$ cat src/hw/rtl/assert_macros.svh
// Assertion helpers for the RTL.
`ifndef ASSERT_MACROS_SVH
`define ASSERT_MACROS_SVH

`ifndef NO_ASSERTIONS

// Same-cycle implication.
`define ASSERT_IMPLIES(label, clk, rst, ante, cons) \
   label: assert property (@(posedge clk) disable iff (rst) (ante) |-> (cons)) \
      else $error("implication check failed");

// Next-cycle implication.
`define ASSERT_NEXT(label, clk, rst, ante, cons) \
   label: assert property (@(posedge clk) disable iff (rst) (ante) |=> (cons)) \
      else $error("next-cycle check failed");

`else

`define ASSERT_IMPLIES(label, clk, rst, ante, cons)
`define ASSERT_NEXT(label, clk, rst, ante, cons)

`endif

`endif

$ cat src/hw/rtl/phm_pkg.sv
`timescale 1ns / 1ps

package phm_pkg;

   localparam int PAL_N     = 7;
   localparam int CH_W      = 8;
   localparam int HUE_W     = 12;
   localparam int SAT_W     = 8;
   localparam int POS_W     = 12;
   localparam int IDX_W     = 3;
   localparam int RGB_W     = 24;
   localparam int DIST_W    = 21;
   localparam int ADDR_W    = 5;
   localparam int DATA_W    = 32;
   localparam int REQ_W     = 48;
   localparam int RSP_W     = 40;
   // hsv converter: two front stages plus one stage per hue quotient bit
   localparam int CVT_LAT   = 15;
   localparam int MATCH_LAT = 4;
   localparam int PIPE_LAT  = CVT_LAT + MATCH_LAT;
   localparam int BUSY_W    = $clog2(CVT_LAT + 1);

   localparam logic [CH_W-1:0] DARK_RESET = 8'd20;

   typedef enum logic [2:0] {
      REG_PAL0,
      REG_PAL1,
      REG_PAL2,
      REG_PAL3,
      REG_PAL4,
      REG_PAL5,
      REG_PAL6,
      REG_DARK
   } reg_idx_type;

   typedef struct packed {
      logic [HUE_W-1:0] hue;
      logic [SAT_W-1:0] sat;
   } hs_type;

   typedef hs_type [PAL_N-1:0] pal_hs_type;

   typedef struct packed {
      logic            busy;
      logic [CH_W-1:0] dark_threshold;
   } cfg_type;

   function automatic logic [CH_W-1:0] max3(input logic [CH_W-1:0] a,
                                            input logic [CH_W-1:0] b,
                                            input logic [CH_W-1:0] c);
      logic [CH_W-1:0] m;
      m = (a > b) ? a : b;
      return (m > c) ? m : c;
   endfunction

endpackage

$ cat src/hw/rtl/phm_match.sv
`timescale 1ns / 1ps

module phm_match import phm_pkg::*; (
   input  logic             clock,
   input  logic             enable,
   input  hs_type           pix_hs,
   input  pal_hs_type       pal_hs,
   output logic [IDX_W-1:0] color_index
);

   localparam int DH_W = HUE_W + 2;
   localparam logic signed [DH_W-1:0] HUE_HALF = DH_W'(1 << (HUE_W - 1));
   localparam logic signed [DH_W-1:0] HUE_TURN = DH_W'(1 << HUE_W);
   localparam int CAND_N = (PAL_N + 1) / 2;

   typedef struct packed {
      logic [DIST_W-1:0] cost;
      logic [IDX_W-1:0]  idx;
   } cand_type;

   function automatic cand_type pick(input cand_type a, input cand_type b);
      return (b.cost < a.cost) ? b : a;
   endfunction

   logic [HUE_W-1:0]  adh_in  [PAL_N];
   logic [HUE_W-1:0]  adh_ff  [PAL_N];
   logic [SAT_W-1:0]  ads_in  [PAL_N];
   logic [SAT_W-1:0]  ads_ff  [PAL_N];
   logic [SAT_W-1:0]  ps_ff;
   logic [DIST_W-1:0] dist_in [PAL_N];
   logic [DIST_W-1:0] dist_ff [PAL_N];
   cand_type          cand_in [CAND_N];
   cand_type          cand_ff [CAND_N];
   logic [IDX_W-1:0]  idx_in, idx_ff;

   // hue difference wrapped to half a turn, then magnitudes
   always_comb begin
      logic signed [DH_W-1:0]  dh;
      logic signed [SAT_W:0]   ds;
      for (int i = 0; i < PAL_N; i++) begin
         dh = signed'(DH_W'(pix_hs.hue)) - signed'(DH_W'(pal_hs[i].hue));
         if (dh > HUE_HALF) dh = dh - HUE_TURN;
         if (dh < -HUE_HALF) dh = dh + HUE_TURN;
         if (dh < 0) dh = -dh;
         adh_in[i] = dh[HUE_W-1:0];
         ds = signed'({1'b0, pix_hs.sat}) - signed'({1'b0, pal_hs[i].sat});
         if (ds < 0) ds = -ds;
         ads_in[i] = ds[SAT_W-1:0];
      end
   end

   always_comb begin
      for (int i = 0; i < PAL_N; i++) begin
         dist_in[i] = DIST_W'(adh_ff[i]) * DIST_W'(ps_ff)
                    + (DIST_W'(ads_ff[i]) << HUE_W);
      end
   end

   // first tree level: neighbouring pairs, lower index first so it keeps ties
   always_comb begin
      for (int j = 0; j < CAND_N; j++) begin
         if (2 * j + 1 < PAL_N) begin
            cand_in[j] = pick('{cost: dist_ff[2*j],   idx: IDX_W'(2 * j)},
                              '{cost: dist_ff[2*j+1], idx: IDX_W'(2 * j + 1)});
         end else begin
            cand_in[j] = '{cost: dist_ff[2*j], idx: IDX_W'(2 * j)};
         end
      end
   end

   always_comb begin
      cand_type best;
      best = cand_ff[0];
      for (int j = 1; j < CAND_N; j++) begin
         best = pick(best, cand_ff[j]);
      end
      idx_in = best.idx;
   end

   always_ff @(posedge clock) begin
      if (enable) begin
         ps_ff  <= pix_hs.sat;
         for (int i = 0; i < PAL_N; i++) begin
            adh_ff[i]  <= adh_in[i];
            ads_ff[i]  <= ads_in[i];
            dist_ff[i] <= dist_in[i];
         end
         for (int j = 0; j < CAND_N; j++) begin
            cand_ff[j] <= cand_in[j];
         end
         idx_ff <= idx_in;
      end
   end

   assign color_index = idx_ff;

endmodule

$ cat config.mk
export PLATFORM = sky130hd
export DESIGN_NAME = phm_match
export DESIGN_NICKNAME = d
export VERILOG_FILES = /design/src/hw/rtl/assert_macros.svh /design/src/hw/rtl/phm_pkg.sv /design/src/hw/rtl/phm_match.sv
export SDC_FILE = /design/constraint.sdc
export NUM_CORES = 2
export LEC_CHECK = 0
export ABC_AREA = 1
export BUFFER_PORTS_ARGS = -buffer_cell sky130_fd_sc_hd__buf_2
export CORE_ASPECT_RATIO = 0.7
export CORE_MARGIN = 2
export CORE_UTILIZATION = 60
export DETAILED_ROUTE_END_ITERATION = 8
export GPL_TIMING_DRIVEN = 0
export PLACE_DENSITY_LB_ADDON = 0.12
export SLEW_MARGIN = 20
export SYNTH_ARGS = -nofsm -noshare
export SYNTH_HDL_FRONTEND = slang
export SYNTH_SLANG_ARGS = --single-unit
$ cat constraint.sdc
create_clock -name clock -period 5.8 [get_ports clock]
set_input_delay 1.16 -clock clock [delete_from_list [all_inputs] [get_ports clock]]
set_output_delay 1.16 -clock clock [all_outputs]
set_load 0.1 [all_outputs]
# == After elaboration in Yosys (flattened, before gate mapping) ==
# Memories as Yosys holds them, arrays and structs flattened.
# Cells that the tools add are included.
# op_classes
add_sub_neg,49
multipliers,7
n_lt_le_gt_ge,34
n_mux,36
# ops
cell,n
$mux 14,14
$add 20x20->21,7
$mul 12x8->20,7
$lt 21x21->1,6
$mux 24,5
$add 14x14->14 const B,7
$lt 14x1->1 const B,7
$lt 14x12->1 const B,7
$sub 13x14->14 const B,7
$gt 13x13->1 const B,7
$sub 12x12->13,7
$mux 12,7
$neg 12->12,7
$lt 9x1->1 const B,7
$sub 8x8->9,7
$mux 8,7
$neg 8->8,7
$mux 3,1
$mux 1,2
# totals
ff_bits,11
ramBits,383
output_inout_bits,3
word_cells,132
memories,4
# mem_list
name,depth,word_bits,rd,rd_clocked_by_memory_dff,write_ports,line,text
dist_ff,7,21,7,0,7,phm_match.sv:31,logic [DIST_W-1:0] dist_ff [PAL_N];
cand_ff,4,24,4,0,4,phm_match.sv:33,cand_type cand_ff [CAND_N];
adh_ff,7,12,7,0,7,phm_match.sv:26,logic [HUE_W-1:0] adh_ff [PAL_N];
ads_ff,7,8,7,0,7,phm_match.sv:28,logic [SAT_W-1:0] ads_ff [PAL_N];

# == Logic depth before layout (Yosys ltp) ==
# logic_depth
depth_word,7
mapped_depth,35
ltp_nobuf,33

# == Least setup slack after synthesis ==
# No wires, ideal clock.
# synth_timing
path_type,register -> register
start,register ps_ff[2]
end,"memory dist_ff[1][20], data pin"
arrival_time_ns,4.907
t_required_ns,5.548
path_slack_ns,0.641
stages_incl_launch_ff,24
path_buffers,2
cell_sequence,edfxtp_1 > clkbuf_1 > buf_1 > nand2_1 > fa_1 > fa_1 > inv_1 > fa_1 > inv_1 > fa_1 > inv_1 > ha_1 > a21oi_1 > o21ai_1 > a21oi_1 > o21ai_1 > a21boi_0 > o21ai_1 > a21boi_0 > nor2_1 > o21ai_1 > nand2_1 > nand2_1 > nand2_1
# synth_lines
element,line,text
start: declaration,phm_match.sv:29,logic [SAT_W-1:0] ps_ff;
start signal: assignment,phm_match.sv:82,ps_ff <= pix_hs.sat;
end: declaration,phm_match.sv:31,

==> impl_metrics.json <==
{
  "final_common_cell": "inv_1",
  "synth_ff_type": "edfxtp_1",
  "hold_viol": 0,
  "synth-edff-count": 385,
  "track_usage_pct": 33.7,
  "root_buffer": "clkbuf_16",
  "final_area_um2": 52500,
  "start_util_pct": 60.4,
  "stdcell_count": 7137,
  "final_max_slew_viol_count": 0,
  "dpl.cell_count": 7054,
  "syn_inst": 5817,
  "vias_per_cell": 5.26,
  "syn_area_per_cell_um2": 8.33,
  "crit_chain": "clkbuf_4 -> clkbuf_8 -> nand2_1 -> fa_1 -> fa_1 -> inv_1 -> fa_1 -> inv_1 -> fa_1 -> inv_1 -> ha_1 -> a21oi_1 -> o21ai_1 -> a21oi_2 -> o21ai_1 -> a21boi_2 -> o21ai_1 -> a21boi_2 -> nor2_1 -> o21ai_1 -> nand2_1 -> nand2_1 -> nand2_1",
  "clock_skew_ns": 0.0273,
  "slew_headroom_pct": 24.9,
  "post_cts_buffers": 0,
  "whs_path_depth": 0,
  "ys_types": 53,
  "dieArea_um2": 83100,
  "numPortBuffers": 164,
  "overflow": 0,
  "hold_class": "flip-flop to flip-flop",
  "syn_area_um2": 48500,
  "htreeDepth": 2,
  "finalSetupViolCount": 0,
  "first_global_vias": 36400,
  "timing.fmax_mhz": 177,
  "ys_ff_latch": 385,
  "r2r_cells": 23,
  "cts_hold_buf": 0,
  "cp_data_required_time_ns": 6.07,
  "grt_max_degree": 107,
  "cts_buffers": 44,
  "mostFrequentLayoutCells": "inv_1, nand2_1, ha_1, fa_1, edfxtp_1",
  "drive_above_1_share_pct": 7.57,
  "drv_cap": 0,
  "cts_sinks": 385,
  "place.detailed.hpwl_um": 111000,
  "totalWireLength_um": 136000,
  "nNetsFinal": 7287,
  "arrival_ns": 5.91,
  "dr.first_iter.drc_count": 3644,
  "drc": 0,
  "ant_nets": 0,
  "finalCritPeriodShare_pct": 97.2,
  "antenna_found_initial": 9,
  "synth_fp_nets": 7072,
  "dr.pass1.iters": 6,
  "worstMarginPinSlew_ns": 1.12,
  "outcome": "finished clean",
  "yosysWarnings": 0,
  "crit_type": "flip-flop to flip-flop",
  "synth_area_leader_cell": "edfxtp_1",
  "final.min_clock_period_ns": 5.64,
  "via_count": 37500,
  "gp_congestion": 0.965,
  "grt_setup_unrepaired": "yes",
  "synth_area_leaders": "edfxtp_1, fa_1, ha_1, inv_1, nand2_1",
  "tns_ns": 0,
  "wl_per_cell_um": 19.1,
  "cts_tree": "built",
  "slowest_stage": "fa_1",
  "num_rows": 87,
  "crit_fanout": 10,
  "syn2layout_area_growth_pct": 8.44,
  "die_h_um": 242,
  "netlist.area_leader.share_pct": 23.9,
  "grt_first_pass_wirelength_um": 211000,
  "startpoint_type": "flip-flop",
  "cpPeakStageDelay_ns": 0.54,
  "yosysSeqAreaShare_pct": 23.9,
  "synthArstFlopShare_pct": 0,
  "clock_latency_ns": 0.62,
  "placed_cell_area_um2": 50700,
  "endpoint_kind": "flip-flop",
  "clk_pin_slew_ns": 0.07,
  "io_pins": 165,
  "die_w_um": 344,
  "coreArea_um2": 80200,
  "clk_path_buf_depth": 3
}
==> per-stage QoR <==
| step | utilization (%) | hold WS [ns] | setup WS [ns] |
|---|---|---|---|
| 6_report | 65.5 | 0.410 | 0.161 |
| 3_5_place_dp | 63.3 | 0.405 | -1.09 |
| 4_1_cts | 65.3 | 0.415 | 0.0306 |
| 3_3_place_gp | 63.1 | 0.401 | -2.29 |
| 2_1_floorplan | - | 0.400 | 0.641 |
| 5_1_grt | 65.5 | 0.421 | -0.0503 |
==> cells in the mapped netlist, drive strengths merged, types with 24 or more instances <==
cell type / number
a21o: 24
a21oi: 292
clkbuf: 162
edfxtp: 385
fa: 490
ha: 603
inv: 1639
nand2: 1235
nand3: 146
nor2: 132
nor3: 49
o21ai: 194
o21bai: 46
xnor2: 57
xor2: 228
==> cell type report <==
cell class | instances | area, um^2
multi-input cells | 3613 | 30000
fillers | 6833 | 27700
flip-flops and latches | 385 | 11600
inverters | 1639 | 6150
well taps | 1068 | 1340
clock buffers | 52 | 1150
plain buffers | 180 | 993
repair buffers | 169 | 956
clock inverters | 29 | 375
diodes | 2 | 5.00
==> metal layers <==
| metal | wire, um | track usage (%) |
|---|---|---|
| met1 | 61600 | 51.0 |
| met2 | 53400 | 46.2 |
| met3 | 16500 | 9.72 |
| met5 | 0 | 0 |
| met4 | 4900 | 11.0 |
==> critical path, delay by kind of cell (launching register included) <==
family                   cells  cell delay (ns)
adder cells (fa/ha/maj)      5             2.30
buffers and inverters        5             0.71
flip-flops                   1             0.37
AO/OA/AOI/OAI                8             1.40
AND/OR/NAND/NOR              5             0.51
==> cells by family after synthesis <==
group                    count (synthesis)  synth area share (%)
flip-flops                             385                  23.9
XOR/XNOR                               285                  5.20
buffers and inverters                 1819                  14.4
AND/OR/NAND/NOR                       1608                  13.4
adder cells (fa/ha/maj)               1093                  35.8
AO/OA/AOI/OAI                          627                  7.34
==> state kept, by name, indices dropped and copies added (netlist names) <==
signal and count:
color_index 3, adh_ff 84, cand_ff 87, ads_ff 56, ps_ff 8, dist_ff 147
==> repair_timing <==
action	4_1_cts	5_1_grt
pin swaps	0	1
endpoints found under the setup margin	52	29
gates resized for setup	69	124
==> final timing paths <==
| kind | startpoint | endpoint | slack [ns] |
|---|---|---|---|
| setup / recovery | ps_ff[4]$_DFFE_PP_ | dist_ff[1][20]$_DFFE_PP_ | 0.16 |
| hold / removal | dist_ff[6][10]$_DFFE_PP_ | cand_ff[3][13]$_DFFE_PP_ | 0.41 |
| setup reg to reg | ps_ff[4]$_DFFE_PP_ | dist_ff[1][20]$_DFFE_PP_ | 0.16 |
| hold reg to reg | dist_ff[6][10]$_DFFE_PP_ | cand_ff[3][13]$_DFFE_PP_ | 0.41 |
Power is not shown: default switching activity piles up to over one toggle a cycle in this logic, so the estimate is an artifact.
