`src/hw/rtl/assert_macros.svh`:
```
// Assertion helpers for the RTL.
`ifndef ASSERT_MACROS_SVH
`define ASSERT_MACROS_SVH

`ifndef NO_ASSERTIONS

// Same-cycle implication.
`define ASSERT_IMPLIES(label, clk, rst, ante, cons) \
   label: assert property (@(posedge clk) disable iff (rst) (ante) |-> (cons)) \
      else $error("implication check failed");

// Next-cycle implication.
`define ASSERT_NEXT(label, clk, rst, ante, cons) \
   label: assert property (@(posedge clk) disable iff (rst) (ante) |=> (cons)) \
      else $error("next-cycle check failed");

`else

`define ASSERT_IMPLIES(label, clk, rst, ante, cons)
`define ASSERT_NEXT(label, clk, rst, ante, cons)

`endif

`endif

```
`src/hw/rtl/phm_pkg.sv`:
```
`timescale 1ns / 1ps

package phm_pkg;

   localparam int PAL_N     = 7;
   localparam int CH_W      = 8;
   localparam int HUE_W     = 12;
   localparam int SAT_W     = 8;
   localparam int POS_W     = 12;
   localparam int IDX_W     = 3;
   localparam int RGB_W     = 24;
   localparam int DIST_W    = 21;
   localparam int ADDR_W    = 5;
   localparam int DATA_W    = 32;
   localparam int REQ_W     = 48;
   localparam int RSP_W     = 40;
   // hsv converter: two front stages plus one stage per hue quotient bit
   localparam int CVT_LAT   = 15;
   localparam int MATCH_LAT = 4;
   localparam int PIPE_LAT  = CVT_LAT + MATCH_LAT;
   localparam int BUSY_W    = $clog2(CVT_LAT + 1);

   localparam logic [CH_W-1:0] DARK_RESET = 8'd20;

   typedef enum logic [2:0] {
      REG_PAL0,
      REG_PAL1,
      REG_PAL2,
      REG_PAL3,
      REG_PAL4,
      REG_PAL5,
      REG_PAL6,
      REG_DARK
   } reg_idx_type;

   typedef struct packed {
      logic [HUE_W-1:0] hue;
      logic [SAT_W-1:0] sat;
   } hs_type;

   typedef hs_type [PAL_N-1:0] pal_hs_type;

   typedef struct packed {
      logic            busy;
      logic [CH_W-1:0] dark_threshold;
   } cfg_type;

   function automatic logic [CH_W-1:0] max3(input logic [CH_W-1:0] a,
                                            input logic [CH_W-1:0] b,
                                            input logic [CH_W-1:0] c);
      logic [CH_W-1:0] m;
      m = (a > b) ? a : b;
      return (m > c) ? m : c;
   endfunction

endpackage

```
`src/hw/rtl/phm_hsv.sv`:
```
`timescale 1ns / 1ps

module phm_hsv import phm_pkg::*; (
   input  logic            clock,
   input  logic            enable,
   input  logic [CH_W-1:0] red,
   input  logic [CH_W-1:0] green,
   input  logic [CH_W-1:0] blue,
   output hs_type          hs
);

   localparam int HQ_W = HUE_W + 1;        // hue quotient reaches a full turn
   localparam int HD_W = CH_W + 3;         // 6*c
   localparam int HN_W = HD_W + HUE_W;     // 4096*t + 3*c
   localparam int SQ_W = SAT_W;
   localparam int SD_W = CH_W;
   localparam int SN_W = 2 * CH_W + 1;     // 255*c + mx/2
   localparam int T_W  = HD_W + 1;

   typedef enum logic [1:0] {
      MAX_RED,
      MAX_GREEN,
      MAX_BLUE
   } max_sel_type;

   typedef struct packed {
      logic            zero;
      logic [HN_W-1:0] rem_h;
      logic [HD_W-1:0] div_h;
      logic [HQ_W-1:0] quo_h;
      logic [SN_W-1:0] rem_s;
      logic [SD_W-1:0] div_s;
      logic [SQ_W-1:0] quo_s;
   } div_type;

   // front stage 1: max, chroma, sector
   logic [CH_W-1:0]        mx_in, mx_ff, mn_in, c_in, c_ff;
   max_sel_type            sel_in, sel_ff;
   logic signed [CH_W:0]   d_in, d_ff;

   // front stage 2 and divider steps
   div_type                div0_in;
   div_type                div_ff [0:HQ_W];
   div_type                div_in [1:HQ_W];

   always_comb begin
      mx_in = max3(red, green, blue);
      mn_in = red;
      if (green < mn_in) mn_in = green;
      if (blue < mn_in) mn_in = blue;
      c_in = mx_in - mn_in;
      if (mx_in == red) begin
         sel_in = MAX_RED;
         d_in   = signed'({1'b0, green}) - signed'({1'b0, blue});
      end else if (mx_in == green) begin
         sel_in = MAX_GREEN;
         d_in   = signed'({1'b0, blue}) - signed'({1'b0, red});
      end else begin
         sel_in = MAX_BLUE;
         d_in   = signed'({1'b0, red}) - signed'({1'b0, green});
      end
   end

   always_comb begin
      logic [CH_W+1:0]      base;
      logic [CH_W+1:0]      c3;
      logic [HD_W-1:0]      c6;
      logic signed [T_W-1:0] t_raw;
      logic signed [T_W-1:0] t_val;
      case (sel_ff)
         MAX_RED:   base = '0;
         MAX_GREEN: base = {1'b0, c_ff, 1'b0};
         MAX_BLUE:  base = {c_ff, 2'b00};
         default:   base = '0;
      endcase
      c3    = {2'b00, c_ff} + {1'b0, c_ff, 1'b0};
      c6    = HD_W'({c_ff, 2'b00}) + HD_W'({c_ff, 1'b0});
      t_raw = signed'(T_W'(base)) + T_W'(d_ff);
      if (t_raw < 0) t_val = t_raw + signed'(T_W'(c6));
      else t_val = t_raw;
      div0_in.zero  = (c_ff == '0);
      div0_in.rem_h = {t_val[HD_W-1:0], {HUE_W{1'b0}}} + HN_W'(c3);
      div0_in.div_h = c6;
      div0_in.quo_h = '0;
      div0_in.rem_s = SN_W'({c_ff, {CH_W{1'b0}}}) - SN_W'(c_ff) + SN_W'(mx_ff >> 1);
      div0_in.div_s = mx_ff;
      div0_in.quo_s = '0;
   end

   // restoring division: a hue bit per stage, a sat bit per stage up to SQ_W
   always_comb begin
      logic [HN_W-1:0] sh_h;
      logic [SN_W-1:0] sh_s;
      for (int s = 1; s <= HQ_W; s++) begin
         div_in[s] = div_ff[s-1];
         sh_h = HN_W'(div_ff[s-1].div_h) << (HQ_W - s);
         if (div_ff[s-1].rem_h >= sh_h) begin
            div_in[s].rem_h           = div_ff[s-1].rem_h - sh_h;
            div_in[s].quo_h[HQ_W - s] = 1'b1;
         end
         sh_s = '0;
         if (s <= SQ_W) begin
            sh_s = SN_W'(div_ff[s-1].div_s) << (SQ_W - s);
            if (div_ff[s-1].rem_s >= sh_s) begin
               div_in[s].rem_s           = div_ff[s-1].rem_s - sh_s;
               div_in[s].quo_s[SQ_W - s] = 1'b1;
            end
         end
      end
   end

   always_ff @(posedge clock) begin
      if (enable) begin
         mx_ff     <= mx_in;
         c_ff      <= c_in;
         sel_ff    <= sel_in;
         d_ff      <= d_in;
         div_ff[0] <= div0_in;
         for (int s = 1; s <= HQ_W; s++) begin
            div_ff[s] <= div_in[s];
         end
      end
   end

   // grey: hue and saturation forced to zero; a full turn wraps to hue 0
   assign hs.hue = div_ff[HQ_W].zero ? '0 : div_ff[HQ_W].quo_h[HUE_W-1:0];
   assign hs.sat = div_ff[HQ_W].zero ? '0 : div_ff[HQ_W].quo_s;

endmodule

```
`config.mk`:
```
export PLATFORM = sky130hd
export DESIGN_NAME = phm_hsv
export DESIGN_NICKNAME = d
export VERILOG_FILES = /design/src/hw/rtl/assert_macros.svh /design/src/hw/rtl/phm_pkg.sv /design/src/hw/rtl/phm_hsv.sv
export SDC_FILE = /design/constraint.sdc
export NUM_CORES = 1
export LEC_CHECK = 0
export BUFFER_PORTS_ARGS = -buffer_cell sky130_fd_sc_hd__buf_2
export CAP_MARGIN = 25
export CORE_MARGIN = 8
export CORE_UTILIZATION = 50
export DETAILED_ROUTE_END_ITERATION = 16
export PLACE_DENSITY = 0.66
export SKIP_LAST_GASP = 1
export SLEW_MARGIN = 10
export SYNTH_ARGS = -nofsm -noshare
export SYNTH_HDL_FRONTEND = slang
export SYNTH_SLANG_ARGS = --single-unit
```
`constraint.sdc`:
```
create_clock -name clock -period 7.1 [get_ports clock]
set_input_delay 0.71 -clock clock [delete_from_list [all_inputs] [get_ports clock]]
set_output_delay 0.71 -clock clock [all_outputs]
set_load 0.02 [all_outputs]
```
Word-level counts from Yosys, hierarchy flattened
Memories as Yosys holds them, arrays and structs flattened.
Index checks and enable logic that the tools add are counted.
Word-level totals
  memory bits (writable): 1134
  memories kept: 1
  output and inout bits: 20
  bits in registers: 27
Operators by class
  $add $sub $neg: 32
  equal/unequal tests: 4
  reductions and logical operators: 1
  mux-type cells: 55
  magnitude comparators: 26
Memory list
  div_ff: words 14, width 81, read ports 14, clocked after Yosys merged registers in 0, write ports 14, RTL line phm_hsv.sv:43  | div_type div_ff [0:HQ_W];
Operator list (count)
  $mux 23: 13
  $mux 17: 8
  $mux 8: 5
  $sub 8x8->9: 3
  $add 23x10->23: 1
  $ge 23x11->1: 1
  $ge 23x12->1: 1
  $ge 23x13->1: 1
  $ge 23x14->1: 1
  $ge 23x15->1: 1
  $ge 23x16->1: 1
  $ge 23x17->1: 1
  $ge 23x18->1: 1
  $ge 23x19->1: 1
  $ge 23x20->1: 1
  $ge 23x21->1: 1
  $ge 23x22->1: 1
  $ge 23x23->1: 1
  $mux 1: 23
  $sub 23x11->23: 1
  $sub 23x12->23: 1
  $sub 23x13->23: 1
  $sub 23x14->23: 1
  $sub 23x15->23: 1
  other kinds (43): 47

Longest topological paths before layout
  depth after elaboration: 7
  gate-level depth with buffers: 24
  gate-level depth less buffers: 21

Worst setup path before layout
No wires, ideal clock.
  path type: input to register
  start point: in green[3]
  end point: reg d_ff[8], data pin
  data arrival time: 4972 ps
  path buffers: 4
  cell stages on the path: 22
  data required time: 6838 ps
  slack: 1866 ps
  cell sequence: inv_1 ha_1 a21o_1 a21oi_1 nand3_1 and2_1 buf_6 buf_6 buf_2 o21ai_0 ha_1 a21o_1 a21oi_1 nand4b_1 and2_1 buf_2 o31ai_1 a21oi_1 a211o_1 nor4_2 mux2_2 mux2_1
Between the ends
  cells in the longest elaborated chain, start to end: 7
  elaborated cells on any way between the ends: 10
  classes of those cells: add/sub (2); order compare (2); eq/ne (2); mux (4)
Ends and longest elaborated chain
  from (decl): RTL line phm_hsv.sv:7  | input logic [CH_W-1:0] green,
  $gt 8x8->1: RTL line phm_pkg.sv:52  | m = (a > b) ? a : b;
  $mux 8: RTL line phm_pkg.sv:52
  $gt 8x8->1: RTL line phm_pkg.sv:53  | return (m > c) ? m : c;
  $mux 8: RTL line phm_pkg.sv:53
  $eq 8x8->1: RTL line phm_hsv.sv:55  | end else if (mx_in == green) begin
  $mux 9: RTL line phm_hsv.sv:55
  $mux 9 *: RTL line phm_hsv.sv:52  | if (mx_in == red) begin
  named net d_in[8]: RTL line phm_hsv.sv:39  | logic signed [CH_W:0] d_in, d_ff;
  to (signal assigned): RTL line phm_hsv.sv:117  | d_ff <= d_in;
  to (decl): RTL line phm_hsv.sv:39
The timed path passes the listed nets; every way through them passes the cells marked *.
A chain may end at the register's enable or synchronous reset.

Final worst setup path
Same ends and word-level chain as after synthesis.

==> run metrics <==
status complete, no violations; Setup Total Neg Slack 0 ps; Clock Skews 42.4 ps; Sw Share 33.4%; Hold Path Depth 0; wire per inst 15.8 um; DIE WIDTH 295 um; pin count of the biggest net entering global routing 223; post-synthesis sequential area ratio 55.9%; IO buf count 45; critical path launch point type input port; crit-path max FO 10; share of cells above drive strength 1 7.43%; Pre-Repair DR Iteration Count 5; Tot GR Track Use 16.4%; Logic pwr share 35.9%; Routed WL 71,300 um; grt ovf 0; Rows 102; Layout area overhead 10.7%; Ant. Diodes 0; Worst R2R Setup Slack 2560 ps; vias 24.0k; root buffer cell clkbuf_16; Worst Hold End div_ff[1][80]; clock period minus worst slack 5420 ps; Max-Cap Viols 0; CTS Sinks 723; initial antenna violation count 0; Internal 11.3 mW; full die area 0.0869 sq mm; CORE AREA 0.0772 sq mm; Critical Path Max Stage Delay 410 ps; unrepaired setup endpoints after global routing no; Critical path buffers and inverters 5; Final Hold Fails 0; Starting Density 50.3%; number of global-route vias before repair 23.9k; Async S/R FF share, synth 0%; Clk Latency, worst-skew pair 630 ps; setup bufs post-CTS 0; Final ANT Viol Nets 0; P per Cell Area 395 mW/mm^2; Seq cells post-synth 723; Multi-input gate area 0.0155 sq mm; Vias/cell 5.32; Synthesis Warnings 0; NumNets Final 3,741; DR iter-0 viols 1,176; post-synthesis xor/xnor area fraction 4.85%; Tcrit/Tclk final 76.3%; leakage 16.9 nW; post-synthesis mux area share 2.07%; CP max stage cell a32oi_1; most used cell, CP buf_4; crit path cell chain buf_2, inv_1, ha_1, a21o_1, a21oi_1, nand3_1, and2_1, buf_4, buf_4, a21oi_1, ha_1, a32oi_1, and2_1, nor2_1, a211o_1, a211o_1, nor4_2, buf_4, mux2_2, mux2_1; Worst R2R End div_ff[0][79]; CTS tree done; worst hold path type reg -> reg; NetSw 5.68 mW; Avg Cell Area, Syn 11.7 sq um; endpoints failing setup 0; PostCTS Resize Cnt 0; chip height 295 um; worst-case clock buffer depth 3; crit path from green[3]; Synth Area in Compound Gates 10.8%; Worst VDD drop 0.538 mV; HP Start div_ff[0][647]; Slew Viols, Final 0; DRC viols 0; Synth Area in Adders 10.3%; cell family contributing the most delay on the critical path compound AO/OA/AOI/OAI gates; CP required 7450 ps; Critical Path AT 5770 ps; TritonCTS buffer count 78; post-synth net total 3,639; Post-Place Setup Slack 1130 ps; worst r2r src sel_ff[1]; Slew @ Worst Pin 1300 ps; sequential power share 40.7%; number of flops mapped to enable cells by yosys 723; CP Class in -> reg; hold buffers post-CTS 0; final setup margin 1680 ps; FF+latch area 0.0217 sq mm; # IOs 46; most used flip-flop cell after synthesis edfxtp_1; post-synth cell types 87; fillers 6,467; HPWL Detailed 53,000 um; Worst-path clk slew 60 ps; Rel. slew slack 13.4%; Mapped Area 0.0388 sq mm; Synth Instances 3,308; Post-Synth Simple-Gate Area 12.0%; CP Capture Type flop; H-tree levels 3; worst r2r path cells 17; largest family of logic cells by synthesized area simple AND/OR/NAND/NOR gates; worst hold slack 391 ps; Max Freq 0.185 GHz; global-route wire length before repair 117,000 um; GP Congestion 0.893; Clock power frac 23.4%
flip-flops by register name, indices dropped and copies added (netlist names):
| signal | count |
|---|---|
| d_ff | 9 |
| div_ff | 696 |
| mx_ff | 8 |
| c_ff | 8 |
| sel_ff | 2 |
Yosys cell counts (6+ instances only):
cell type | count | share of area, %
nand4_1 | 39 | 0.63
nor3_1 | 67 | 0.86
nor4b_1 | 13 | 0.29
and2_1 | 13 | 0.21
or4_1 | 10 | 0.19
fa_1 | 26 | 1.3
o211ai_1 | 12 | 0.23
mux2_2 | 44 | 1.3
or3_1 | 19 | 0.31
a21boi_0 | 59 | 1.1
nand2_1 | 218 | 2.1
xnor2_1 | 135 | 3.0
inv_1 | 364 | 3.5
o21ai_1 | 6 | 0.077
o21bai_1 | 12 | 0.23
nand3b_1 | 8 | 0.15
nand2b_1 | 60 | 0.97
nand3_1 | 51 | 0.66
a221oi_1 | 6 | 0.14
mux2i_1 | 26 | 0.67
nor3b_1 | 9 | 0.17
nor2b_1 | 88 | 1.4
a31oi_1 | 15 | 0.24
ha_1 | 279 | 9.0
nor4_1 | 37 | 0.60
o31ai_1 | 39 | 0.75
o21ai_0 | 191 | 2.5
o21a_1 | 20 | 0.39
a211oi_1 | 11 | 0.21
clkbuf_1 | 42 | 0.41
edfxtp_1 | 723 | 56
a311oi_1 | 6 | 0.14
a21oi_1 | 155 | 2.0
and4_1 | 13 | 0.29
and3_1 | 12 | 0.19
a21o_1 | 61 | 1.2
xor2_1 | 80 | 1.8
nor2_1 | 221 | 2.1
a22oi_1 | 8 | 0.15
a211o_1 | 6 | 0.14
nand4b_1 | 13 | 0.29
worst register-to-register path, stage by stage (launching register included):
cell and delay, ps:
edfxtp_1 410, ha_1 430, nor3b_1 90, ha_1 210
fa_1 410, a21o_1 170, a21oi_1 220, o21bai_1 90
a21oi_1 230, o21bai_1 90, a21oi_1 220, xor2_1 220
ha_1 300, and2_1 170, o21ai_0 120, o311ai_0 130
a2111oi_0 620, xnor2_1 140
logic make-up (layout without fill, tap and decap cells):
kind of cell	count (synthesis)	count (layout)
simple gates	911	911
xor+xnor	215	215
mux	74	74
fa+ha+maj	305	305
buf+inv	417	581
compound gates	663	663
flops	723	723
layer usage:
layer  routed length [um]  track usage (%)  part of all wire, %
met1                30200             19.4                   42
met2                36400             30.2                   51
met3                 2440             2.58                  3.4
met4                 2270             5.42                  3.2
met5                    0                0                    0
worst max-delay path by stage:
stage / endpoint / depth (start not counted)
finish: d_ff[8] / 20
global route: c_ff[7] / 21
CTS: d_ff[8] / 22
detailed placement: d_ff[8] / 22
global placement: d_ff[8] / 22
floorplan: d_ff[8] / 22
power by group through the flow:
stage | clock [mW] | sequential [mW] | combinational [mW]
floorplan | 0 | 6.72 | 4.85
global placement | 0 | 7.00 | 5.99
detailed placement | 0 | 7.01 | 6.08
CTS | 4.09 | 6.94 | 6.12
global route | 4.26 | 7.05 | 6.95
finish | 3.97 | 6.93 | 6.10
layout make-up:
| type | count | share of cell area, % |
|---|---|---|
| well taps | 1040 | 3.03 |
| flip-flops and latches | 723 | 50.5 |
| clock buffers | 91 | 4.65 |
| clock inverters | 51 | 1.34 |
| multi-input cells | 2168 | 36.1 |
| repair buffers | 74 | 1.17 |
| inverters | 365 | 3.19 |
metrics by stage:
step	instance area (sq um)	utilization [%]	std cells	total power, mW
after floorplan	38800	-	3308	11.6
after global placement	40400	52.3	4367	13.0
after detailed placement	40400	52.3	4369	13.1
after CTS	43000	55.7	4511	17.2
after global routing	43000	55.7	4512	18.3
final	43000	55.7	4512	17.0
layout by cell type (no fill, tap or decap), drive strengths merged, types with 27 or more instances in the layout:
cell type,Yosys,final
xnor2,135,135
nor4,39,39
nor3,69,69
mux2,47,47
a21oi,157,157
mux2i,27,27
xor2,80,80
clkbuf,42,91
nor2b,88,88
nand4,39,39
ha,279,279
nor2,222,222
buf,10,74
o21ai,199,199
nand3,51,51
a21o,61,61
a21boi,59,59
nand2,218,218
nand2b,60,60
edfxtp,723,723
inv,365,368
o31ai,41,41
clkinv,0,37
Note: power is estimated with default switching activity, not from simulation.
