$ cat config.mk
export PLATFORM = sky130hd
export DESIGN_NAME = phm_csr
export DESIGN_NICKNAME = d
export VERILOG_FILES = /design/src/hw/rtl/assert_macros.svh /design/src/hw/rtl/phm_pkg.sv /design/src/hw/rtl/phm_hsv.sv /design/src/hw/rtl/phm_csr.sv
export SDC_FILE = /design/constraint.sdc
export NUM_CORES = 2
export LEC_CHECK = 0
export BUFFER_PORTS_ARGS = -buffer_cell sky130_fd_sc_hd__buf_2
export CAP_MARGIN = 25
export CORE_AREA = 2 2 294 354
export CTS_BUF_LIST = sky130_fd_sc_hd__clkbuf_4
export DETAILED_ROUTE_END_ITERATION = 12
export DIE_AREA = 0 0 296 356
export HOLD_SLACK_MARGIN = 0.15
export PLACE_DENSITY = 0.66
export SETUP_SLACK_MARGIN = 0.05
export SLEW_MARGIN = 30
export SYNTH_ARGS = -nofsm -noshare
export SYNTH_HDL_FRONTEND = slang
export SYNTH_SLANG_ARGS = --single-unit
$ cat constraint.sdc
create_clock -name clock -period 11.95 [get_ports clock]
set_input_delay 1.7925 -clock clock [delete_from_list [all_inputs] [get_ports clock]]
set_output_delay 1.7925 -clock clock [all_outputs]
set_load 0.02 [all_outputs]
$ cat src/hw/rtl/assert_macros.svh
// Assertion helpers for the RTL.
`ifndef ASSERT_MACROS_SVH
`define ASSERT_MACROS_SVH

`ifndef NO_ASSERTIONS

// Same-cycle implication.
`define ASSERT_IMPLIES(label, clk, rst, ante, cons) \
   label: assert property (@(posedge clk) disable iff (rst) (ante) |-> (cons)) \
      else $error("implication check failed");

// Next-cycle implication.
`define ASSERT_NEXT(label, clk, rst, ante, cons) \
   label: assert property (@(posedge clk) disable iff (rst) (ante) |=> (cons)) \
      else $error("next-cycle check failed");

`else

`define ASSERT_IMPLIES(label, clk, rst, ante, cons)
`define ASSERT_NEXT(label, clk, rst, ante, cons)

`endif

`endif

$ cat src/hw/rtl/phm_pkg.sv
`timescale 1ns / 1ps

package phm_pkg;

   localparam int PAL_N     = 7;
   localparam int CH_W      = 8;
   localparam int HUE_W     = 12;
   localparam int SAT_W     = 8;
   localparam int POS_W     = 12;
   localparam int IDX_W     = 3;
   localparam int RGB_W     = 24;
   localparam int DIST_W    = 21;
   localparam int ADDR_W    = 5;
   localparam int DATA_W    = 32;
   localparam int REQ_W     = 48;
   localparam int RSP_W     = 40;
   // hsv converter: two front stages plus one stage per hue quotient bit
   localparam int CVT_LAT   = 15;
   localparam int MATCH_LAT = 4;
   localparam int PIPE_LAT  = CVT_LAT + MATCH_LAT;
   localparam int BUSY_W    = $clog2(CVT_LAT + 1);

   localparam logic [CH_W-1:0] DARK_RESET = 8'd20;

   typedef enum logic [2:0] {
      REG_PAL0,
      REG_PAL1,
      REG_PAL2,
      REG_PAL3,
      REG_PAL4,
      REG_PAL5,
      REG_PAL6,
      REG_DARK
   } reg_idx_type;

   typedef struct packed {
      logic [HUE_W-1:0] hue;
      logic [SAT_W-1:0] sat;
   } hs_type;

   typedef hs_type [PAL_N-1:0] pal_hs_type;

   typedef struct packed {
      logic            busy;
      logic [CH_W-1:0] dark_threshold;
   } cfg_type;

   function automatic logic [CH_W-1:0] max3(input logic [CH_W-1:0] a,
                                            input logic [CH_W-1:0] b,
                                            input logic [CH_W-1:0] c);
      logic [CH_W-1:0] m;
      m = (a > b) ? a : b;
      return (m > c) ? m : c;
   endfunction

endpackage

$ cat src/hw/rtl/phm_hsv.sv
`timescale 1ns / 1ps

module phm_hsv import phm_pkg::*; (
   input  logic            clock,
   input  logic            enable,
   input  logic [CH_W-1:0] red,
   input  logic [CH_W-1:0] green,
   input  logic [CH_W-1:0] blue,
   output hs_type          hs
);

   localparam int HQ_W = HUE_W + 1;        // hue quotient reaches a full turn
   localparam int HD_W = CH_W + 3;         // 6*c
   localparam int HN_W = HD_W + HUE_W;     // 4096*t + 3*c
   localparam int SQ_W = SAT_W;
   localparam int SD_W = CH_W;
   localparam int SN_W = 2 * CH_W + 1;     // 255*c + mx/2
   localparam int T_W  = HD_W + 1;

   typedef enum logic [1:0] {
      MAX_RED,
      MAX_GREEN,
      MAX_BLUE
   } max_sel_type;

   typedef struct packed {
      logic            zero;
      logic [HN_W-1:0] rem_h;
      logic [HD_W-1:0] div_h;
      logic [HQ_W-1:0] quo_h;
      logic [SN_W-1:0] rem_s;
      logic [SD_W-1:0] div_s;
      logic [SQ_W-1:0] quo_s;
   } div_type;

   // front stage 1: max, chroma, sector
   logic [CH_W-1:0]        mx_in, mx_ff, mn_in, c_in, c_ff;
   max_sel_type            sel_in, sel_ff;
   logic signed [CH_W:0]   d_in, d_ff;

   // front stage 2 and divider steps
   div_type                div0_in;
   div_type                div_ff [0:HQ_W];
   div_type                div_in [1:HQ_W];

   always_comb begin
      mx_in = max3(red, green, blue);
      mn_in = red;
      if (green < mn_in) mn_in = green;
      if (blue < mn_in) mn_in = blue;
      c_in = mx_in - mn_in;
      if (mx_in == red) begin
         sel_in = MAX_RED;
         d_in   = signed'({1'b0, green}) - signed'({1'b0, blue});
      end else if (mx_in == green) begin
         sel_in = MAX_GREEN;
         d_in   = signed'({1'b0, blue}) - signed'({1'b0, red});
      end else begin
         sel_in = MAX_BLUE;
         d_in   = signed'({1'b0, red}) - signed'({1'b0, green});
      end
   end

   always_comb begin
      logic [CH_W+1:0]      base;
      logic [CH_W+1:0]      c3;
      logic [HD_W-1:0]      c6;
      logic signed [T_W-1:0] t_raw;
      logic signed [T_W-1:0] t_val;
      case (sel_ff)
         MAX_RED:   base = '0;
         MAX_GREEN: base = {1'b0, c_ff, 1'b0};
         MAX_BLUE:  base = {c_ff, 2'b00};
         default:   base = '0;
      endcase
      c3    = {2'b00, c_ff} + {1'b0, c_ff, 1'b0};
      c6    = HD_W'({c_ff, 2'b00}) + HD_W'({c_ff, 1'b0});
      t_raw = signed'(T_W'(base)) + T_W'(d_ff);
      if (t_raw < 0) t_val = t_raw + signed'(T_W'(c6));
      else t_val = t_raw;
      div0_in.zero  = (c_ff == '0);
      div0_in.rem_h = {t_val[HD_W-1:0], {HUE_W{1'b0}}} + HN_W'(c3);
      div0_in.div_h = c6;
      div0_in.quo_h = '0;
      div0_in.rem_s = SN_W'({c_ff, {CH_W{1'b0}}}) - SN_W'(c_ff) + SN_W'(mx_ff >> 1);
      div0_in.div_s = mx_ff;
      div0_in.quo_s = '0;
   end

   // restoring division: a hue bit per stage, a sat bit per stage up to SQ_W
   always_comb begin
      logic [HN_W-1:0] sh_h;
      logic [SN_W-1:0] sh_s;
      for (int s = 1; s <= HQ_W; s++) begin
         div_in[s] = div_ff[s-1];
         sh_h = HN_W'(div_ff[s-1].div_h) << (HQ_W - s);
         if (div_ff[s-1].rem_h >= sh_h) begin
            div_in[s].rem_h           = div_ff[s-1].rem_h - sh_h;
            div_in[s].quo_h[HQ_W - s] = 1'b1;
         end
         sh_s = '0;
         if (s <= SQ_W) begin
            sh_s = SN_W'(div_ff[s-1].div_s) << (SQ_W - s);
            if (div_ff[s-1].rem_s >= sh_s) begin
               div_in[s].rem_s           = div_ff[s-1].rem_s - sh_s;
               div_in[s].quo_s[SQ_W - s] = 1'b1;
            end
         end
      end
   end

   always_ff @(posedge clock) begin
      if (enable) begin
         mx_ff     <= mx_in;
         c_ff      <= c_in;
         sel_ff    <= sel_in;
         d_ff      <= d_in;
         div_ff[0] <= div0_in;
         for (int s = 1; s <= HQ_W; s++) begin
            div_ff[s] <= div_in[s];
         end
      end
   end

   // grey: hue and saturation forced to zero; a full turn wraps to hue 0
   assign hs.hue = div_ff[HQ_W].zero ? '0 : div_ff[HQ_W].quo_h[HUE_W-1:0];
   assign hs.sat = div_ff[HQ_W].zero ? '0 : div_ff[HQ_W].quo_s;

endmodule

$ cat src/hw/rtl/phm_csr.sv
`timescale 1ns / 1ps

module phm_csr import phm_pkg::*; (
   input  logic              clock,
   input  logic              reset,
   input  logic              csr_psel,
   input  logic              csr_penable,
   input  logic              csr_pwrite,
   input  logic [ADDR_W-1:0] csr_paddr,
   input  logic [DATA_W-1:0] csr_pwdata,
   output logic [DATA_W-1:0] csr_prdata,
   output logic              csr_pready,
   output cfg_type           cfg,
   output pal_hs_type        pal_hs
);

   reg_idx_type          reg_idx;
   logic [IDX_W-1:0]     pal_sel;
   logic                 wr, pal_wr;
   logic [RGB_W-1:0]     pal_ff [PAL_N];
   logic [CH_W-1:0]      dark_ff;
   pal_hs_type           pal_hs_ff;
   hs_type               cvt_hs;
   logic [CVT_LAT-1:0]   tag_vld_ff;
   logic [IDX_W-1:0]     tag_idx_ff [CVT_LAT];
   logic [BUSY_W-1:0]    busy_ff;

   assign csr_pready = 1'b1;
   assign reg_idx    = reg_idx_type'(csr_paddr[ADDR_W-1:2]);
   assign pal_sel    = csr_paddr[ADDR_W-1:2];
   assign wr         = csr_psel && csr_penable && csr_pwrite;
   assign pal_wr     = wr && (reg_idx != REG_DARK);

   always_comb begin
      case (reg_idx)
         REG_DARK: csr_prdata = DATA_W'(dark_ff);
         default:  csr_prdata = DATA_W'(pal_ff[pal_sel]);
      endcase
   end

   always_ff @(posedge clock) begin
      if (reset) begin
         for (int i = 0; i < PAL_N; i++) pal_ff[i] <= '0;
         dark_ff <= DARK_RESET;
      end else if (wr) begin
         if (reg_idx == REG_DARK) dark_ff <= csr_pwdata[CH_W-1:0];
         else pal_ff[pal_sel] <= csr_pwdata[RGB_W-1:0];
      end
   end

   // palette hue/sat worked out once per write by a converter of its own
   phm_hsv u_hsv (
      .clock  (clock),
      .enable (1'b1),
      .red    (csr_pwdata[3*CH_W-1:2*CH_W]),
      .green  (csr_pwdata[2*CH_W-1:CH_W]),
      .blue   (csr_pwdata[CH_W-1:0]),
      .hs     (cvt_hs)
   );

   always_ff @(posedge clock) begin
      tag_idx_ff[0] <= pal_sel;
      for (int s = 1; s < CVT_LAT; s++) tag_idx_ff[s] <= tag_idx_ff[s-1];
   end

   always_ff @(posedge clock) begin
      if (reset) begin
         tag_vld_ff <= '0;
         pal_hs_ff  <= '0;
         busy_ff    <= '0;
      end else begin
         tag_vld_ff <= {tag_vld_ff[CVT_LAT-2:0], pal_wr};
         if (tag_vld_ff[CVT_LAT-1]) begin
            for (int i = 0; i < PAL_N; i++) begin
               if (tag_idx_ff[CVT_LAT-1] == IDX_W'(i)) pal_hs_ff[i] <= cvt_hs;
            end
         end
         if (pal_wr) busy_ff <= BUSY_W'(CVT_LAT);
         else if (busy_ff != '0) busy_ff <= busy_ff - 1'b1;
      end
   end

   assign cfg.busy           = (busy_ff != '0);
   assign cfg.dark_threshold = dark_ff;
   assign pal_hs             = pal_hs_ff;

endmodule

# Word-level counts from Yosys, hierarchy flattened
# Memories as Yosys holds them, arrays and structs flattened.
# Cells that the tools add are included.
dict set report op_classes {
  magnitude_cmp 26
  n_reduce_logical 16
  n_addsub 33
  n_eq_ne 12
  muxes 65
}
# op count
set ops {}
lappend ops {{2-to-1 mux 23 bit} 13}
lappend ops {{2-to-1 mux 17 bit} 8}
lappend ops {{2-to-1 mux 24 bit} 2}
lappend ops {{2-to-1 mux 8 bit} 5}
lappend ops {{2-to-1 mux 1 bit} 28}
lappend ops {{subtractor 8 x 8 -> 9 bit} 3}
lappend ops {{OR reduction 24 bit} 1}
lappend ops {{adder 23 x 10 -> 23 bit} 1}
lappend ops {{>= comparator 23 x 11 -> 1 bit} 1}
lappend ops {{>= comparator 23 x 12 -> 1 bit} 1}
lappend ops {{>= comparator 23 x 13 -> 1 bit} 1}
lappend ops {{>= comparator 23 x 14 -> 1 bit} 1}
lappend ops {{>= comparator 23 x 15 -> 1 bit} 1}
lappend ops {{>= comparator 23 x 16 -> 1 bit} 1}
lappend ops {{>= comparator 23 x 17 -> 1 bit} 1}
lappend ops {{>= comparator 23 x 18 -> 1 bit} 1}
lappend ops {{>= comparator 23 x 19 -> 1 bit} 1}
lappend ops {{>= comparator 23 x 20 -> 1 bit} 1}
lappend ops {{>= comparator 23 x 21 -> 1 bit} 1}
lappend ops {{>= comparator 23 x 22 -> 1 bit} 1}
lappend ops {{>= comparator 23 bit} 1}
lappend ops {{subtractor 23 x 11 -> 23 bit} 1}
lappend ops {{subtractor 23 x 12 -> 23 bit} 1}
lappend ops {{subtractor 23 x 13 -> 23 bit} 1}
lappend ops {{57 further kinds} 75}
dict set report word_totals {
  wordCells 176
  output_inout_bits 182
  mem_bits_rw 1347
  memories 3
  reg_bits 194
}
# memory depth word_bits rd rd_clocked_by_memory_dff wr line_no
set memory_table {}
lappend memory_table {u_hsv.div_ff 14 81 14 0 14 phm_hsv.sv:43} ;# div_type div_ff [0:HQ_W];
lappend memory_table {pal_ff 7 24 1 0 7 phm_csr.sv:20} ;# logic [RGB_W-1:0] pal_ff [PAL_N];
lappend memory_table {tag_idx_ff 15 3 15 0 15 phm_csr.sv:25} ;# logic [IDX_W-1:0] tag_idx_ff [CVT_LAT];

# Depth between registers and ports, before layout
dict set report logic_depth {
  ltp_word 7
  depth_mapped 28
  ltp_nobuf 23
}

# Cells and area by module
# A second synthesis with hierarchy kept.
dict set report unflattened {
  cells_unflattened 4604
  hier_area_um2 53069.6
}
# mod cells_per_inst area_per_inst_um2 seq_area_each_um2 n_inst
set by_module_without_submodules {}
lappend by_module_without_submodules {phm_hsv 3250 38538.2 21710.8 1}
lappend by_module_without_submodules {phm_csr 1354 14531.4 9048.7 1}

# Worst setup path after synthesis
# OpenSTA, ideal clock, no wires.
dict set report synth_path {
  path_type {input to register}
  from {input csr_pwdata[10]}
  to {register u_hsv.c_ff[6]}
  path_slack_ps 5457
  setup_time_ps 72
  arrival_ps 6420
  path_buffers 5
  cell_stages 26
  required_ps 11878
  cell_sequence {clkbuf_1 > inv_1 > ha_1 > and3_2 > o21ai_2 > a21oi_2 > o21ai_2 > buf_4 > buf_4 > clkbuf_1 > o21ai_0 > ha_1 > nand4_1 > a21oi_1 > o22a_1 > clkbuf_1 > nor2_1 > a21oi_2 > inv_1 > xnor2_1 > ha_1 > o21ba_2 > o21ai_0 > maj3_1 > a21oi_1 > xnor2_1}
}
dict set report synth_between {
  elab_chain_len 5
  word_cells_on_any_way 9
  cone_classes {1 x add/sub; 4 x order compare; 4 x mux}
}
# element line_no
set synth_lines {}
lappend synth_lines {{start, declared} phm_csr.sv:10} ;# input logic [DATA_W-1:0] csr_pwdata,
lappend synth_lines {{greater-than comparator 8 bit} phm_pkg.sv:52} ;# m = (a > b) ? a : b;
lappend synth_lines {{2-to-1 mux 8 bit *} phm_pkg.sv:52}
lappend synth_lines {{greater-than comparator 8 bit} phm_pkg.sv:53} ;# return (m > c) ? m : c;
lappend synth_lines {{2-to-1 mux 8 bit *} phm_pkg.sv:53}
lappend synth_lines {{via u_hsv.mx_in[1]} phm_hsv.sv:37} ;# logic [CH_W-1:0] mx_in, mx_ff, mn_in, c_in, c_ff;
lappend synth_lines {{subtractor 8 bit *} phm_hsv.sv:51} ;# c_in = mx_in - mn_in;
lappend synth_lines {{via u_hsv.c_in[6]} phm_hsv.sv:37}
lappend synth_lines {{end signal, assigned} phm_hsv.sv:115} ;# c_ff <= c_in;
lappend synth_lines {{end, declared} phm_hsv.sv:37}
# The timed path passes the listed nets; every way through them passes the cells marked *.
# A chain may end at the register's enable or synchronous reset.

# Final worst setup path
dict set report layout_path {
  from {input csr_pwdata[10]}
  to {register u_hsv.d_ff[8]}
}
dict set report layout_between {
  elab_chain_len 7
  word_cells_on_any_way 10
  cone_classes {2 x add/sub; 2 x order compare; 2 x eq/ne; 4 x mux}
}
# element line_no
set layout_lines {}
lappend layout_lines {{greater-than comparator 8 bit} phm_pkg.sv:52}
lappend layout_lines {{2-to-1 mux 8 bit} phm_pkg.sv:52}
lappend layout_lines {{greater-than comparator 8 bit} phm_pkg.sv:53}
lappend layout_lines {{2-to-1 mux 8 bit} phm_pkg.sv:53}
lappend layout_lines {{== test 8 bit} phm_hsv.sv:55} ;# end else if (mx_in == green) begin
lappend layout_lines {{2-to-1 mux 9 bit} phm_hsv.sv:55}
lappend layout_lines {{2-to-1 mux 9 bit *} phm_hsv.sv:52} ;# if (mx_in == red) begin
lappend layout_lines {{via u_hsv.d_in[8]} phm_hsv.sv:39} ;# logic signed [CH_W:0] d_in, d_ff;
lappend layout_lines {{end signal, assigned} phm_hsv.sv:117} ;# d_ff <= d_in;
lappend layout_lines {{end, declared} phm_hsv.sv:39}
# Marks and branches as above.

==> reports/qor.yml <==
drt:
  ant_nets: 0
  viasPerCell: 4.951
  first_pass_iters: 5
  drc: 0
  num_vias: 32340
  drtIter0Drc: 1571
  drt-total-wl_um: 97370
  post_drt_wl_per_cell_um: 14.90
finish:
  layout.nets: 5334
  drive_above_1_share_pct: 15.51
  area_delta_synth_final_pct: 13.04
  utilization_pct: 50.28
die:
  io_pins: 224
  design.core.area_um2: 102300
  die_y_um: 356
  rows: 129
  dieArea_um2: 105400
  die_width_um: 296
  start_util_pct: 44.48
clock_network:
  clk_latency_ps: 1080
  numCtsBuffers: 296
  post-cts-setup-buffer-count: 0
  cts_tree: "built"
  path_clk_slew_ps: 70
  root_buffer: "clkbuf_4"
  h-tree-depth: 5
  cts_sinks: 1109
  cts.path.max_buffers: 4
  ctsResizeCount: 0
  cts_hold_buf: 0
setup_path:
  critPathRequiredTime_ps: 12890
  worst-setup-path-type: "primary input to flip-flop"
  critPathArrivalTime_ps: 7680
  path_cells: "buf_2, inv_1, ha_1, and3_2, o21ai_2, a21oi_2, o21ai_2, buf_4, mux2i_1, ha_1, nor2b_1, o211ai_1, a21oi_1, o22ai_1, buf_4, nor2_1, a221oi_1, a21oi_1, a211oi_1, nand3_1, mux2_2, mux2_2"
  critPathLaunchType: "primary input"
  slowest_stage: "o22ai_1"
  critPathCaptureType: "flip-flop"
  cpPeakStageDelay_ps: 650
  crit_fanout: 23
  worst-r2r-setup-slack_ps: 8200
power_and_ir_drop:
  p_per_area_nw_per_um2: 288.2
  p_leak_nw: 22.50
  peakVddDrop_mv: 0.4829
timing:
  final_max_slew_viol_count: 0
  finalCritPeriodShare_pct: 56.40
  period_needed_ps: 6740
  tightestPinTransition_ps: 994.3
  worst_slack_ps: 5210
  rsz0062_at_grt: "false"
  max_slew_margin_pct: 33.58
  max_freq_ghz: 0.1484
  finalSetupTns_ps: 0
  setup_viol: 0
  clock_skew_ps: 109.2
  hold_violations: 0
global_route:
  antenna_found_initial: 2
  grt_max_degree: 90
  overflow: 0
  grt_pass1_wl_um: 158400
  grt_usage_pct: 18.55
  grt_pass1_vias: 32830
synthesis:
  syn_area_um2: 45510
  syn_area_per_cell_um2: 9.911
  synth_top_cell_by_area: "dfxtp_1"
  ys_types: 87
  yosysMostFrequentCell: "dfxtp_1"
  synth_commonest_cells: "dfxtp_1 (959), nand2_1 (507), inv_1 (404)"
  yosysWarnings: 0
  ys.flop_type: "dfxtp_1"
  seq_area_frac_synth_pct: 52.08
  synth.top_cell.area_share_pct: 42.18
  synth-seq-cells: 1109
  synth_area_leaders: "dfxtp_1 (42%), edfxtp_1 (9.9%), ha_1 (7.9%), nand2_1 (4.2%), a21oi_1 (4.1%)"
  synthCells: 4592
  postSynth.asyncResetShare_pct: 0
  synth_edf_count: 150
place:
  gp_congestion: 0.8982
  dp_hpwl_um: 69470
  place_ws_ps: 4257
  portBuffers: 204
job:
  drv_cap: 0
hold_path:
  hold_path.class: "flip-flop to flip-flop"
status:
  status: "complete, no violations"
==> registers in the layout, indices dropped and copies added (netlist names) <==
signal,cells
busy_ff,4
dark_ff,8
pal_ff,174
pal_hs,140
tag_idx_ff,45
tag_vld_ff,15
u_hsv.c_ff,8
u_hsv.d_ff,9
u_hsv.div_ff,696
u_hsv.mx_ff,8
u_hsv.sel_ff,2
==> metrics by stage <==
step / power [mW] / area [um^2] / cells / hold slack (ps)
floorplan: 10.46 / 45560 / 4605 / 309.6
detailed placement: 11.84 / 47930 / 6056 / 312.1
CTS: 14.99 / 51390 / 6531 / 275.5
global placement: 11.69 / 47900 / 6055 / 309.8
global route: 16.21 / 51450 / 6533 / 285.9
finish: 14.83 / 51450 / 6533 / 269.0
==> report_power, final <==
part	total [mW]	switching (mW)	internal, mW
clock network	3.07	1.40	1.67
logic	6.10	3.21	2.89
registers	5.66	0.691	4.97
==> metal layers <==
layer / vias up / routed length [um] / track usage (%)
met4: 0 / 3501 / 9.000
met1: 14840 / 39330 / 20.73
met2: 920 / 48500 / 33.18
li1: 16380 / - / -
met3: 204 / 6038 / 4.079
met5: - / 0 / 0
==> logic make-up (layout without fill, tap and decap cells) <==
logic type | Yosys count | count (layout) | share of synthesized area (%)
other | 2 | 16 | 0.01650
buffers and inverters | 553 | 1105 | 4.687
multiplexers | 150 | 150 | 4.357
AO/OA/AOI/OAI | 836 | 836 | 10.89
flip-flops | 1109 | 1109 | 52.08
adder cells (fa/ha/maj) | 313 | 313 | 9.028
XOR/XNOR | 252 | 252 | 4.849
AND/OR/NAND/NOR | 1377 | 1377 | 14.09
==> worst max-delay path: cells and delay by family <==
| family | cells | cell delay (ps) |
|---|---|---|
| adders and majority gates | 2 | 660 |
| buffers and inverters | 4 | 1020 |
| muxes | 3 | 1110 |
| AOI/OAI and AO/OA | 9 | 2030 |
| and+or+nand+nor | 4 | 1020 |
==> placed cells by master, fill, tap and decap left out, types with 14 or more instances in the layout <==
cell type / n
dfxtp_1: 959
nor2_1: 393
ha_1: 286
o21a_1: 19
a21oi_1: 370
nand3_1: 50
clkinv_1: 47
edfxtp_1: 150
inv_1: 404
mux4_2: 32
o21bai_1: 16
a21boi_0: 68
o21ai_0: 185
nand2_1: 507
o31ai_1: 19
nor3_1: 45
nor2b_1: 107
buf_4: 21
nand4_1: 33
and2_1: 32
a21o_1: 62
clkbuf_4: 407
mux2_2: 65
nand2b_1: 50
nor4_1: 37
conb_1: 15
buf_2: 202
fa_1: 26
xnor2_1: 167
and4_1: 14
xor2_1: 84
mux2i_1: 53
==> worst paths after layout <==
path	startpoint	end	cells after the start
setup / recovery	csr_pwdata[10]	u_hsv.d_ff[8]	22
hold / removal	u_hsv.div_ff[1][198]	u_hsv.div_ff[1][279]	0
setup reg to reg	u_hsv.sel_ff[0]	u_hsv.div_ff[0][79]	17
hold reg to reg	u_hsv.div_ff[1][198]	u_hsv.div_ff[1][279]	0
==> cell type report <==
cell class                      count  area (um^2)
Tap cell                         1375         1720
Antenna cell                        1        2.502
Sequential cell                  1109        23700
Clock buffer                      407         3055
Timing Repair Buffer              225         1207
Inverter                          405         1520
Clock inverter                     68        404.1
Multi-Input combinational cell   2943        19840
Fill cell                        9611        50880
Power figures use the tool's default switching activity.
